<file path="config.mk">
export PLATFORM = sky130hd
export DESIGN_NAME = speed_servo_command_decoder
export DESIGN_NICKNAME = d
export VERILOG_FILES = /design/src/hdl/ssc_pkg.sv /design/src/hdl/speed_servo_command_decoder.sv /design/src/hdl/ssc_speed_blend.sv /design/src/hdl/ssc_duty_blend.sv
export SDC_FILE = /design/constraint.sdc
export NUM_CORES = 1
export LEC_CHECK = 0
export ABC_AREA = 1
export BUFFER_PORTS_ARGS = -buffer_cell sky130_fd_sc_hd__clkbuf_2
export CORE_AREA = 2 2 199 201
export CTS_CLUSTER_DIAMETER = 100
export CTS_CLUSTER_SIZE = 24
export DETAILED_ROUTE_END_ITERATION = 10
export DIE_AREA = 0 0 201 203
export PLACE_DENSITY = 0.68
export SYNTH_ARGS = -nofsm -noshare
export SYNTH_HDL_FRONTEND = slang
export SYNTH_SLANG_ARGS = --single-unit
</file>
<file path="constraint.sdc">
create_clock -name clk -period 7.1 [get_ports clk]
set_clock_uncertainty 0.05 [all_clocks]
set_input_delay 1.42 -clock clk [delete_from_list [all_inputs] [get_ports clk]]
set_output_delay 1.42 -clock clk [all_outputs]
set_load 0.01 [all_outputs]
</file>
<file path="src/hdl/ssc_pkg.sv">
package ssc_pkg;

	localparam int BYTE_W  = 8;
	localparam int SPEED_W = 11;
	localparam int DUTY_W  = 16;
	localparam int MAG_W   = 10;
	localparam int SPD_SUM_W  = 20;
	localparam int DUTY_SUM_W = 24;
	localparam int BLEND_SHIFT = 8;

	// Kind of a received byte, taken from its top two bits.
	typedef enum logic [1:0] {
		KIND_SPEED    = 2'b00,
		KIND_MARK     = 2'b01,
		KIND_SERVO_HI = 2'b10,
		KIND_SERVO_LO = 2'b11
	} byte_kind_t;

	localparam logic [BYTE_W-1:0] FRAME_OPEN_MARK  = 8'h55;
	localparam logic [BYTE_W-1:0] FRAME_CLOSE_MARK = 8'h6A;

	localparam logic [MAG_W-1:0] SPEED_SCALE = 10'd22;
	localparam logic signed [SPEED_W-1:0] SPEED_MAX = 11'sd682;
	localparam logic signed [SPEED_W:0]   SPEED_STEP_LIMIT = 12'sd500;

	localparam logic signed [SPD_SUM_W-1:0] SPD_WT_NEW = 20'sd77;
	localparam logic signed [SPD_SUM_W-1:0] SPD_WT_OLD = 20'sd179;
	localparam logic signed [SPD_SUM_W-1:0] SPD_ROUND  = 20'sd255;

	localparam logic [DUTY_SUM_W-1:0] DUTY_WT_NEW = 24'd205;
	localparam logic [DUTY_SUM_W-1:0] DUTY_WT_OLD = 24'd51;

	localparam logic [DUTY_W-1:0] CENTRE_RESET = 16'd2048;

	typedef struct packed {
		logic signed [SPEED_W-1:0] applied;
		logic signed [SPEED_W-1:0] pending;
	} speed_upd_t;

endpackage

</file>
<file path="src/hdl/speed_servo_command_decoder.sv">
// Path: a request accepted into the input register moves on to the result register when the pipeline advances.
// Throughput: one request per cycle; the input register and the result register
// advance together whenever the result register is empty or being taken.
// Reset: arst_n clears the frame and pending decoder state, applied speed and duty to zero and
// sets servo_centre to 2048; both pipeline stages come up empty.
module speed_servo_command_decoder
	import ssc_pkg::*;
(
	input  logic        clk,
	input  logic        arst_n,
	input  logic        cfg_we,
	input  logic [15:0] cfg_wdata,     // servo_centre
	input  logic        s_axis_tvalid,
	output logic        s_axis_tready,
	input  logic [7:0]  s_axis_tdata,  // [7:0] rx_byte
	output logic        m_axis_tvalid,
	input  logic        m_axis_tready,
	output logic [31:0] m_axis_tdata,  // [10:0] target_speed, [26:11] duty, rest zero
	output logic        m_axis_tuser   // frame_applied
);

	logic                      valid_s1;
	logic [BYTE_W-1:0]         byte_s1;
	logic                      valid_s2;
	logic signed [SPEED_W-1:0] speed_s2;
	logic [DUTY_W-1:0]         duty_s2;
	logic                      applied_s2;

	logic [DUTY_W-1:0]         centre_q;
	logic signed [SPEED_W-1:0] pending_speed_q;
	logic [DUTY_W-1:0]         pending_duty_q;
	logic [5:0]                high_part_q;
	logic                      high_seen_q;
	logic                      frame_open_q;
	logic signed [SPEED_W-1:0] applied_speed_q;
	logic [DUTY_W-1:0]         applied_duty_q;

	logic                      advance;
	logic                      step;
	byte_kind_t                kind;
	logic                      apply;
	logic [MAG_W-1:0]          mag;
	logic [10:0]               servo_val;

	logic signed [SPEED_W-1:0] pending_speed_d;
	logic [DUTY_W-1:0]         pending_duty_d;
	logic [5:0]                high_part_d;
	logic                      high_seen_d;
	logic                      frame_open_d;
	logic signed [SPEED_W-1:0] applied_speed_d;
	logic [DUTY_W-1:0]         applied_duty_d;

	speed_upd_t                speed_upd;
	logic [DUTY_W-1:0]         duty_blend;

	assign advance       = !valid_s2 || m_axis_tready;
	assign s_axis_tready = !valid_s1 || advance;
	assign step          = advance && valid_s1;

	assign m_axis_tvalid = valid_s2;
	assign m_axis_tdata  = {5'd0, duty_s2, speed_s2};
	assign m_axis_tuser  = applied_s2;

	ssc_speed_blend u_speed (
		.pending (pending_speed_q),
		.applied (applied_speed_q),
		.upd     (speed_upd)
	);

	ssc_duty_blend u_duty (
		.pending (pending_duty_q),
		.applied (applied_duty_q),
		.centre  (centre_q),
		.duty    (duty_blend)
	);

	always_comb begin
		kind      = byte_kind_t'(byte_s1[7:6]);
		apply     = 1'b0;
		mag       = MAG_W'(byte_s1[4:0]) * SPEED_SCALE;
		servo_val = {high_part_q[4:0], byte_s1[5:0]};

		pending_speed_d = pending_speed_q;
		pending_duty_d  = pending_duty_q;
		high_part_d     = high_part_q;
		high_seen_d     = high_seen_q;
		frame_open_d    = frame_open_q;
		applied_speed_d = applied_speed_q;
		applied_duty_d  = applied_duty_q;

		case (kind)
			KIND_SPEED: begin
				pending_speed_d = byte_s1[5] ? -$signed({1'b0, mag}) : $signed({1'b0, mag});
			end
			KIND_MARK: begin
				if (byte_s1 == FRAME_OPEN_MARK) begin
					frame_open_d = 1'b1;
				end else if (byte_s1 == FRAME_CLOSE_MARK && frame_open_q) begin
					apply           = 1'b1;
					frame_open_d    = 1'b0;
					pending_speed_d = speed_upd.pending;
					applied_speed_d = speed_upd.applied;
					applied_duty_d  = duty_blend;
				end
			end
			KIND_SERVO_HI: begin
				high_part_d = byte_s1[5:0];
				high_seen_d = 1'b1;
			end
			KIND_SERVO_LO: begin
				// Bit 5 of the high half selects an offset below the centre.
				if (high_seen_q) begin
					pending_duty_d = high_part_q[5] ? centre_q - DUTY_W'(servo_val)
						: centre_q + DUTY_W'(servo_val);
				end
				high_seen_d = 1'b0;
			end
			default: begin
			end
		endcase
	end

	always_ff @(posedge clk or negedge arst_n) begin
		if (!arst_n) begin
			centre_q <= CENTRE_RESET;
		end else if (cfg_we) begin
			centre_q <= cfg_wdata;
		end
	end

	always_ff @(posedge clk or negedge arst_n) begin
		if (!arst_n) begin
			valid_s1 <= 1'b0;
		end else if (s_axis_tready) begin
			valid_s1 <= s_axis_tvalid;
		end
	end

	always_ff @(posedge clk) begin
		if (s_axis_tready) begin
			byte_s1 <= s_axis_tdata;
		end
	end

	always_ff @(posedge clk or negedge arst_n) begin
		if (!arst_n) begin
			valid_s2        <= 1'b0;
			pending_speed_q <= '0;
			pending_duty_q  <= '0;
			high_part_q     <= '0;
			high_seen_q     <= 1'b0;
			frame_open_q    <= 1'b0;
			applied_speed_q <= '0;
			applied_duty_q  <= '0;
		end else if (advance) begin
			valid_s2 <= valid_s1;
			if (valid_s1) begin
				pending_speed_q <= pending_speed_d;
				pending_duty_q  <= pending_duty_d;
				high_part_q     <= high_part_d;
				high_seen_q     <= high_seen_d;
				frame_open_q    <= frame_open_d;
				applied_speed_q <= applied_speed_d;
				applied_duty_q  <= applied_duty_d;
			end
		end
	end

	always_ff @(posedge clk) begin
		if (step) begin
			speed_s2   <= applied_speed_d;
			duty_s2    <= applied_duty_d;
			applied_s2 <= apply;
		end
	end

`ifndef NO_ASSERTIONS
	a_applied_closes_frame: assert property (@(posedge clk) disable iff (!arst_n)
		(valid_s2 && applied_s2) |-> !frame_open_q)
		else $error("frame still open after an applied close mark");

	a_speed_range: assert property (@(posedge clk) disable iff (!arst_n)
		valid_s2 |-> (speed_s2 <= SPEED_MAX && speed_s2 >= -SPEED_MAX))
		else $error("applied speed out of range");

	a_targets_hold: assert property (@(posedge clk) disable iff (!arst_n)
		(step && !apply) |=> ($stable(applied_speed_q) && $stable(applied_duty_q)))
		else $error("applied targets changed without a frame close");

	a_low_half_clears: assert property (@(posedge clk) disable iff (!arst_n)
		(step && kind == KIND_SERVO_LO) |=> !high_seen_q)
		else $error("high half still marked after a low half");

	a_result_matches_state: assert property (@(posedge clk) disable iff (!arst_n)
		step |=> (speed_s2 == applied_speed_q && duty_s2 == applied_duty_q))
		else $error("result register disagrees with applied state");
`endif

endmodule

</file>
<file path="src/hdl/ssc_speed_blend.sv">
module ssc_speed_blend
	import ssc_pkg::*;
(
	input  logic signed [SPEED_W-1:0] pending,
	input  logic signed [SPEED_W-1:0] applied,
	output speed_upd_t                upd
);

	logic                          direct;
	logic signed [SPEED_W:0]       diff;
	logic signed [SPEED_W:0]       clamped_w;
	logic signed [SPEED_W-1:0]     clamped;
	logic signed [SPD_SUM_W-1:0]   sum;
	logic signed [SPD_SUM_W-1:0]   sum_adj;
	logic signed [SPD_SUM_W-1:0]   shifted;

	always_comb begin
		// A zero command or a reversal is taken at once, without ramping.
		direct = (pending == '0) || (pending[SPEED_W-1] && !applied[SPEED_W-1] && applied != '0)
			|| (!pending[SPEED_W-1] && pending != '0 && applied[SPEED_W-1]);
		diff = (SPEED_W+1)'(pending) - (SPEED_W+1)'(applied);
		if (diff > SPEED_STEP_LIMIT) begin
			clamped_w = (SPEED_W+1)'(applied) + SPEED_STEP_LIMIT;
		end else if (diff < -SPEED_STEP_LIMIT) begin
			clamped_w = (SPEED_W+1)'(applied) - SPEED_STEP_LIMIT;
		end else begin
			clamped_w = (SPEED_W+1)'(pending);
		end
		clamped = clamped_w[SPEED_W-1:0];
		sum = SPD_WT_NEW * SPD_SUM_W'(clamped) + SPD_WT_OLD * SPD_SUM_W'(applied);
		// Bias negative sums so the arithmetic shift truncates toward zero.
		sum_adj = sum + (sum[SPD_SUM_W-1] ? SPD_ROUND : '0);
		shifted = sum_adj >>> BLEND_SHIFT;
		if (direct) begin
			upd.applied = pending;
			upd.pending = pending;
		end else begin
			upd.applied = shifted[SPEED_W-1:0];
			upd.pending = clamped;
		end
	end

endmodule

</file>
<file path="src/hdl/ssc_duty_blend.sv">
module ssc_duty_blend
	import ssc_pkg::*;
(
	input  logic [DUTY_W-1:0] pending,
	input  logic [DUTY_W-1:0] applied,
	input  logic [DUTY_W-1:0] centre,
	output logic [DUTY_W-1:0] duty
);

	logic                  direct;
	logic [DUTY_SUM_W-1:0] sum;

	always_comb begin
		direct = (pending == centre) || (pending < centre && applied > centre)
			|| (pending > centre && applied < centre);
		sum = DUTY_WT_NEW * DUTY_SUM_W'(pending) + DUTY_WT_OLD * DUTY_SUM_W'(applied);
		duty = direct ? pending : sum[DUTY_SUM_W-1:BLEND_SHIFT];
	end

endmodule
</file>
Yosys cells after proc, flatten, opt, wreduce, memory -nomap -nowiden

Index checks and enable logic that the tools add are counted.

Bits of input ports: 29
Flip-flop bits (word level): 116

Order comparisons: 6
Multiplexer cells: 20
Eq/ne operators: 9
Add/sub/neg operators: 9
Bitwise logic cells: 1
Multipliers: 5
Reduce and logical (&&, ||, !) cells: 32

Operator list:

| operator               | count |
|---|---|
| $mux 11                | 8 |
| $mux 16                | 5 |
| $gt 16x16->1           | 2 |
| $lt 16x16->1           | 2 |
| $add 24x22->24         | 1 |
| $mul 8x16->24 const A  | 1 |
| $mul 6x16->22 const A  | 1 |
| $mux 22                | 1 |
| $pmux 11 s2            | 1 |
| $reduce_bool 11->1     | 2 |
| $add 19x20->20         | 1 |
| $mul 9x11->20 const A  | 1 |
| $add 19x19->19         | 1 |
| $mul 8x11->19 const A  | 1 |
| $add 16x11->16         | 1 |
| $eq 16x16->1           | 1 |
| $eq 8x7->1 const B     | 2 |
| $sub 16x11->16         | 1 |
| $gt 12x10->1 const B   | 1 |
| $lt 12x10->1 const B   | 1 |
| $sub 11x11->12         | 1 |
| $add 11x10->11 const B | 1 |
| $logic_not 11->1       | 1 |
| $neg 10->11            | 1 |
| other kinds (19)       | 43 |

Logic depth before layout (Yosys ltp)

Gate-level depths: netlist of run 1.

Depth after elaboration: 12
Mapped depth: 52
Gate-level depth less buffers: 50

By module

From an unflattened synthesis of run 1, not the netlist that was laid out.

Cells, all modules: 2383
Area, all modules: 18335.1 um^2

Modules (own cells, without submodules):

| module                      | times used | sequential area each (um^2) | area each (um^2) | cells each |
|---|---|---|---|---|
| ssc_speed_blend             | 1          | 0.0                         | 6218.5           | 882 |
| speed_servo_command_decoder | 1          | 3084.2                      | 6145.9           | 701 |
| ssc_duty_blend              | 1          | 0.0                         | 5970.7           | 800 |

Least setup slack after synthesis of run 1

Ideal clock, no wire load.

Path type: reg2reg
Start point: register applied_speed_q[0]
End point: register speed_s2[1] (data pin)
Data required time: 6.788 ns
Clock period less this slack: 7.642 ns
Cell stages (with the launch flop): 45
Setup time: 0.262 ns
Slack: -0.542 ns
Buffers on the path: 2
Data arrival time: 7.330 ns
Cell sequence: dfrtp_1 ha_1 inv_1 fa_1 a21oi_1 xor2_1 nand2_1 nor2_1 nand4_1 nand3_1 nand2_1 buf_2 inv_2 nand2_1 and2_1 ha_1 ha_1 fa_1 (+9 left out) inv_1 a21oi_2 nand3_2 nand2_4 nand2_2 nand2_4 nand2_8 ha_1 inv_1 nor2_2 nand3_2 nand2_4 buf_6 nand2_1 nand2_1 nand3_1 nand2_1 o21ai_1

Word-level cells in the longest chain between the ends: 12

RTL lines:

| element                      | line                               | text |
|---|---|---|
| start: declaration           | speed_servo_command_decoder.sv:35  | `logic signed [SPEED_W-1:0] applied_speed_q;` |
| start signal: assignment     | speed_servo_command_decoder.sv:163 | `applied_speed_q <= applied_speed_d;` |
| $sub 11x11->12               | ssc_speed_blend.sv:21              | `diff = (SPEED_W+1)'(pending) - (SPEED_W+1)'(applied);` |
| $lt 12x10->1                 | ssc_speed_blend.sv:24              | `end else if (diff < -SPEED_STEP_LIMIT) begin` |
| $mux 11                      | ssc_speed_blend.sv:24              |  |
| $mux 11                      | ssc_speed_blend.sv:22              | `if (diff > SPEED_STEP_LIMIT) begin` |
| $mul 8x11->19                | ssc_speed_blend.sv:30              | `sum = SPD_WT_NEW * SPD_SUM_W'(clamped) + SPD_WT_OLD * SPD_SUM_W'(applied);` |
| $add 19x20->20               | ssc_speed_blend.sv:30              |  |
| $mux 8                       | ssc_speed_blend.sv:32              | `sum_adj = sum + (sum[SPD_SUM_W-1] ? SPD_ROUND : '0);` |
| $add 19x19->19               | ssc_speed_blend.sv:32              |  |
| $mux 22 (*)                  | ssc_speed_blend.sv:34              | `if (direct) begin` |
| $mux 11 (*)                  | speed_servo_command_decoder.sv:98  | `end else if (byte_s1 == FRAME_CLOSE_MARK && frame_open_q) begin` |
| $mux 11 (*)                  | speed_servo_command_decoder.sv:96  | `if (byte_s1 == FRAME_OPEN_MARK) begin` |
| $mux 11 (*)                  | speed_servo_command_decoder.sv:91  | `case (kind)` |
| named net applied_speed_d[1] | speed_servo_command_decoder.sv:50  | `logic signed [SPEED_W-1:0] applied_speed_d;` |
| end signal: assignment       | speed_servo_command_decoder.sv:171 | `speed_s2 <= applied_speed_d;` |
| end: declaration             | speed_servo_command_decoder.sv:25  | `logic signed [SPEED_W-1:0] speed_s2;` |

The timed path passes the listed nets; every way through them passes the cells marked *. The select of a mux whose other input is x is not followed.
A chain may end at the register's enable or synchronous reset.

Worst setup path after layout of run 1

Start point: register pending_speed_q[0]
End point: register speed_s2[3] (data pin)

Word-level cells in the longest chain between the ends: 12

RTL lines:

| element                      | line                               | text |
|---|---|---|
| start: declaration           | speed_servo_command_decoder.sv:30  | `logic signed [SPEED_W-1:0] pending_speed_q;` |
| start signal: assignment     | speed_servo_command_decoder.sv:158 | `pending_speed_q <= pending_speed_d;` |
| $sub 11x11->12               | ssc_speed_blend.sv:21              |  |
| $lt 12x10->1                 | ssc_speed_blend.sv:24              |  |
| $mux 11                      | ssc_speed_blend.sv:24              |  |
| $mux 11                      | ssc_speed_blend.sv:22              |  |
| $mul 8x11->19                | ssc_speed_blend.sv:30              |  |
| $add 19x20->20               | ssc_speed_blend.sv:30              |  |
| $mux 8                       | ssc_speed_blend.sv:32              |  |
| $add 19x19->19               | ssc_speed_blend.sv:32              |  |
| $mux 22 (*)                  | ssc_speed_blend.sv:34              |  |
| $mux 11 (*)                  | speed_servo_command_decoder.sv:98  |  |
| $mux 11 (*)                  | speed_servo_command_decoder.sv:96  |  |
| $mux 11 (*)                  | speed_servo_command_decoder.sv:91  |  |
| named net applied_speed_d[3] | speed_servo_command_decoder.sv:50  |  |

Marked as above.

==> run metrics, run 1 <==
run status=finished with violations; violated checks=negative setup slack; Post-Route WL=47.9 mm; setup ws final=-0.579 ns; Yosys warnings=0; Post-synth EDFFs=36; Max Buffers Root-to-Sink=2; max-slew violations=0; Final ANT Viol Nets=0; crit path capture type=flop; core area=38500 µm²; syn avg cell area=8.20 µm²; FILL cells=3354; synth unique cells=53; DIE AREA=40800 µm²; Hold Crit Class=flop to flop; Setup CP Type=flop to flop; register area share after synthesis=18.0%; global-route wire length before repair=76.5 mm; critical path arrival=7.78 ns; ys async rst share=69.0%; CTS tree=built; critical path fanouts, max=5; initial antenna violation count=0; crit share post-route=108%; routed len/inst=16.8 µm; RSZ-0062 raised after global routing=yes; Iteration-0 DRC Markers=852; vias in the first global route=14958; Ant. Diodes=0; Post-Synthesis Cells=2093; endpoints failing setup=22; FP Rows=72; worst endpoint required time=7.20 ns; Critical R2R Launch=pending_speed_q[0]; fmax=130 MHz; TritonCTS Buffers=17; reg2reg path depth=47; chip height=203 µm; largest net degree at the start of global routing=81; die width=201 µm; prevailing post-synth register cell=dfrtp_1; Reg2Reg Setup Slack=-0.58 ns; vias per cell=5.13; Setup crit start kind=flop; cell mode on critical path=inv_2; crit path to=speed_s2[3]; GRT Util Overall=23.8%; CTS root buf=clkbuf_16; DR vias=14604; nets@finish=2802; Syn Std Cell Area=17200 µm²; clock sink count=116; CP peak stage delay=0.55 ns; register area=3090 µm²; GRT overflow=0; fin crit period=7.68 ns; GPL Wtd Cong=0.945; #FFs+latches synth=116; layout cell share with drive strength beyond 1=20.2%; clock transition at the registers of the reported paths=0.06 ns; Slew @ Worst Pin=1.09 ns; R2R Path End=speed_s2[3]; Setup TNS Final=-11.02 ns; Final Hold Viols=0; Ports=64; IO buf count=58; number of H-tree levels=4; Initial Utilization=44.6%; Critical Path Start=pending_speed_q[0]; slowest CP cell=fa_1; worst skew pair latency=0.45 ns; Residual DRC=0; MaxCap Viol Count=0; area occupied by multi-input gates=12900 µm²; Area Overhead vs Synth=21.3%; Worst slew margin=27.4%; DP HPWL=39.1 mm; Pre-Repair DR Iteration Count=5
## logic make-up after synthesis
| family | count (synthesis) | synth area share [%] |
|---|---|---|
| AND/OR/NAND/NOR | 579 | 15.0 |
| AO/OA/AOI/OAI | 307 | 9.91 |
| flip-flops | 116 | 18.0 |
| other | 1 | 0.0218 |
| adder cells (fa/ha/maj) | 455 | 40.6 |
| XOR/XNOR | 86 | 4.39 |
| buffers and inverters | 549 | 12.2 |
## flip-flops by register name, indices dropped and copies added (netlist names), 8 cells and up
| register | cells |
|---|---|
| applied_duty_q | 16 |
| centre_q | 16 |
| duty_s2 | 16 |
| pending_duty_q | 16 |
| applied_speed_q | 11 |
| pending_speed_q | 11 |
| speed_s2 | 11 |
| byte_s1 | 8 |
## layout make-up
cell class,count,share of cell area [%]
Multi-Input combinational cell,1432,61.9
Sequential cell,116,14.8
Inverter,515,9.43
Timing Repair Buffer,236,8.20
Tap cell,518,3.11
Clock buffer,19,2.08
Clock inverter,13,0.475
## synthesized netlist by cell type (4+ instances only)
library cell,n,share of area (%)
nor2_1,75,1.6
nor3_1,21,0.61
edfxtp_1,36,6.3
nand2_1,326,7.1
xor2_1,58,3.0
o21bai_1,6,0.26
nand3b_1,7,0.31
buf_4,5,0.22
a21boi_0,10,0.44
o31ai_1,7,0.31
nand3_1,86,2.5
clkbuf_1,24,0.52
inv_1,508,11
nand2_4,5,0.33
nor4_1,6,0.22
or2_2,5,0.18
fa_1,169,20
dfrtp_1,79,12
nor2_2,4,0.15
and2_1,7,0.26
xnor2_1,28,1.4
a31oi_1,14,0.51
a21oi_1,107,3.1
o21a_1,4,0.17
ha_1,286,21
inv_2,7,0.15
a21o_1,4,0.17
o21ai_0,116,3.4
nand2_2,9,0.33
o21ai_1,18,0.52
nand4_1,18,0.66
## worst min-delay path by stage
| stage | startpoint | end | slack (ns) | cells past startpoint |
|---|---|---|---|---|
| global route | high_part_q[2] | high_part_q[2] | 0.49 | 2 |
| CTS | high_part_q[2] | high_part_q[2] | 0.46 | 2 |
| detailed placement | high_part_q[2] | high_part_q[2] | 0.45 | 2 |
| floorplan | valid_s1 | m_axis_tvalid | 0.40 | 2 |
| finish | high_part_q[2] | high_part_q[2] | 0.46 | 2 |
| global placement | high_part_q[2] | high_part_q[2] | 0.45 | 2 |
## critical path, delay by kind of cell, from the launching register on
| family | cells | cell delay (ns) |
|---|---|---|
| fa+ha+maj | 10 | 3.50 |
| simple gates | 22 | 2.17 |
| buf+inv | 11 | 0.74 |
| flops | 1 | 0.39 |
| compound gates | 3 | 0.36 |
| xor+xnor | 1 | 0.16 |
## per-layer routing
layer  GRT usage (%)  vias up  part of all wire [%]
li1                -     7073                     -
met1            32.3     7038                    46
met2            38.8      434                    45
met3            4.83       59                   6.7
met4            6.59        0                   2.1
met5               0        -                     0
## metrics by stage
| step | hold slack (ns) | cell area, µm² | instances | setup WS [ns] | utilization [%] |
|---|---|---|---|---|---|
| finish | 0.462 | 20800 | 2849 | -0.579 | 54.1 |
| global route | 0.491 | 20800 | 2849 | -0.884 | 54.1 |
| floorplan | 0.403 | 17600 | 2097 | -0.0439 | - |
| global placement | 0.450 | 19600 | 2795 | -0.662 | 50.9 |
| CTS | 0.463 | 20500 | 2838 | -0.454 | 53.3 |
| detailed placement | 0.449 | 19600 | 2795 | -0.825 | 50.9 |
## timing repair
action,CTS,global route
endpoints found under the hold margin,0,0
hold buffers,0,0
resized for setup,66,69
buffers inserted,11,12
cloned,1,0
pin swaps,30,39
setup endpoints to repair,22,22
## placed cells by master (no fill, tap or decap), drive strengths merged, types with 2 or more instances in the layout
master / netlist / routed
inv: 515 / 522
nand2: 341 / 341
ha: 286 / 286
buf: 10 / 179
fa: 169 / 169
o21ai: 134 / 134
a21oi: 110 / 110
nand3: 90 / 90
nor2: 80 / 80
dfrtp: 79 / 79
clkbuf: 24 / 76
xor2: 58 / 58
edfxtp: 36 / 36
xnor2: 28 / 28
nor3: 23 / 23
nand4: 18 / 18
a31oi: 14 / 14
a21boi: 13 / 13
nand3b: 7 / 7
o31ai: 7 / 7
and2: 7 / 7
nor4: 6 / 6
o21bai: 6 / 6
or2: 5 / 5
conb: 1 / 5
a21o: 4 / 4
o21a: 4 / 4
clkinv: 0 / 4
o211ai: 3 / 3
a211oi: 2 / 2
o221ai: 2 / 2
a221oi: 2 / 2
clkinvlp: 0 / 2
o2111ai: 2 / 2
a22oi: 2 / 2
Power of run 1 is left out: the tool's default activity adds up to more than one toggle a clock period on the data nets, which glitch-free logic cannot reach.
==> run 2, diff against run 1 <==
Settings changed: SKIP_CTS_REPAIR_TIMING from default to 1.
==> run 2 against run 1 <==
Net effect: non-clock buffer count shrank 13; the run still ends with negative setup slack left; global-route usage shrank 0.31 points; critical endpoint unchanged; register-to-register slack about the same.
==> run metrics, run 2 (synthesized netlist as in run 1, its figures left out) <==
max-slew violations=0 (unchanged); Pre-Repair DR Iteration Count=5 (unchanged); IO buf count=58 (unchanged); chip height=203 µm (unchanged); crit path capture type=flop; Final Hold Viols=0 (unchanged); CTS root buf=clkbuf_16; Hold Startpoint=high_part_q[2]; placed cell count=2795 (unchanged); hold endpoint=high_part_q[2]; number of H-tree levels=4 (unchanged); CTS tree=built; Placement Setup Slack=-0.825 ns (unchanged); worst endpoint required time=7.21 ns (about the same); Reg2Reg Setup Slack=-0.57 ns (about the same); Residual DRC=0 (unchanged); DP HPWL=39.1 mm (unchanged); Worst slew margin=27.6% (+0.18 points); slowest CP cell=fa_1; MaxCap Viol Count=0 (unchanged); GPL Wtd Cong=0.945 (unchanged); Area Overhead vs Synth=20.5%; TritonCTS Buffers=17 (unchanged); CP peak stage delay=0.54 ns (about the same); die width=201 µm (unchanged); Max Buffers Root-to-Sink=2 (unchanged); violated checks=negative setup slack; GRT overflow=0 (unchanged); critical path arrival=7.78 ns (about the same); initial antenna violation count=0 (unchanged); most common cell after layout, fill and taps aside=inv_1; routed len/inst=16.9 µm (+0.34%); run status=finished with violations; nets@finish=2790 (-0.43%); Setup crit start kind=flop; crit share post-route=108% (-0.14 points); DR vias=14584 (-0.14%); Ports=64 (unchanged); clock sink count=116 (unchanged); layout cell share with drive strength beyond 1=19.3% (-0.89 points); clock transition at the registers of the reported paths=0.06 ns (about the same); cell mode on critical path=nand2_2; Slew @ Worst Pin=1.09 ns (-0.00277 ns); endpoints failing setup=22 (unchanged); Ant. Diodes=0 (unchanged); worst skew pair latency=0.45 ns (about the same); Critical R2R Launch=pending_speed_q[0]; GRT Util Overall=23.5% (-0.31 points); critical path fanouts, max=8 (+3); core area=38500 µm² (unchanged); FP Rows=72 (unchanged); Setup CP Type=flop to flop; RSZ-0062 raised after global routing=yes; Final ANT Viol Nets=0 (unchanged); Hold Crit Class=flop to flop; fin crit period=7.67 ns (-0.00990 ns); DIE AREA=40800 µm² (unchanged); vias in the first global route=14762 (-1.3%); largest net degree at the start of global routing=81 (unchanged); fmax=130 MHz (+0.13%); R2R Path End=speed_s2[3]; reg2reg path depth=45 (-4.3%); most frequent cells in the layout=inv_1, nand2_1, ha_1, fa_1, buf_4; Iteration-0 DRC Markers=802 (-5.9%); final std cells w/o fill=2837 (-0.42%); vias per cell=5.14 (+0.29%); Initial Utilization=44.6% (unchanged); global-route wire length before repair=75.5 mm (-1.3%); setup ws final=-0.569 ns (+0.00990 ns); FILL cells=3386 (+0.95%); Hold Crit Depth=2 (unchanged); Post-Route WL=47.9 mm (about the same)
-- run 2: cell type report --
type	count	area [µm²]	area share (%)
timing repair buffer	223	1610	7.80
sequential	116	3090	14.9
tap	518	648	3.13
clock inverter	13	98.8	0.478
clock buffer	19	433	2.09
inverter	515	1960	9.49
multi-input combinational	1433	12800	62.1
-- run 2: critical path: cells and delay by family (launching register included) --
kind                       cells  cell delay [ns]
and+or+nand+nor               20             2.02
adders and majority gates     10             3.59
xor gates and xnor gates       1             0.16
buffers and inverters         10             0.67
AOI/OAI and AO/OA              4             0.50
DFF                            1             0.39
-- run 2: worst max path at each step --
stage	from	end	cells after the start
after floorplan	applied_speed_q[0]	speed_s2[1]	45
after global placement	pending_speed_q[0]	speed_s2[8]	45
after detailed placement	pending_speed_q[0]	speed_s2[8]	46
after CTS	pending_speed_q[0]	speed_s2[8]	46
after global routing	pending_speed_q[0]	speed_s2[5]	49
final	pending_speed_q[0]	speed_s2[3]	45
-- run 2: metrics by stage --
step / setup TNS (ns) / hold WS, ns / utilization [%] / cell area [µm²]
finish: -10.25 / 0.462 / 53.8 / 20700
global route: -17.66 / 0.491 / 53.8 / 20700
CTS: -13.27 / 0.463 / 52.3 / 20100
detailed placement: -12.61 / 0.449 / 50.9 / 19600
global placement: -9.07 / 0.450 / 50.9 / 19600
floorplan: -0.0439 / 0.403 / - / 17600
-- run 2: routing by layer --
layer  vias up  GRT usage, %  wire length (µm)
met1      7000          32.2             21800
met4         0          6.16              1030
li1       7049             -                 -
met2       470          38.1             21800
met5         -             0                 0
met3        65          4.65              3360
Power of run 2 is left out for the same reason.
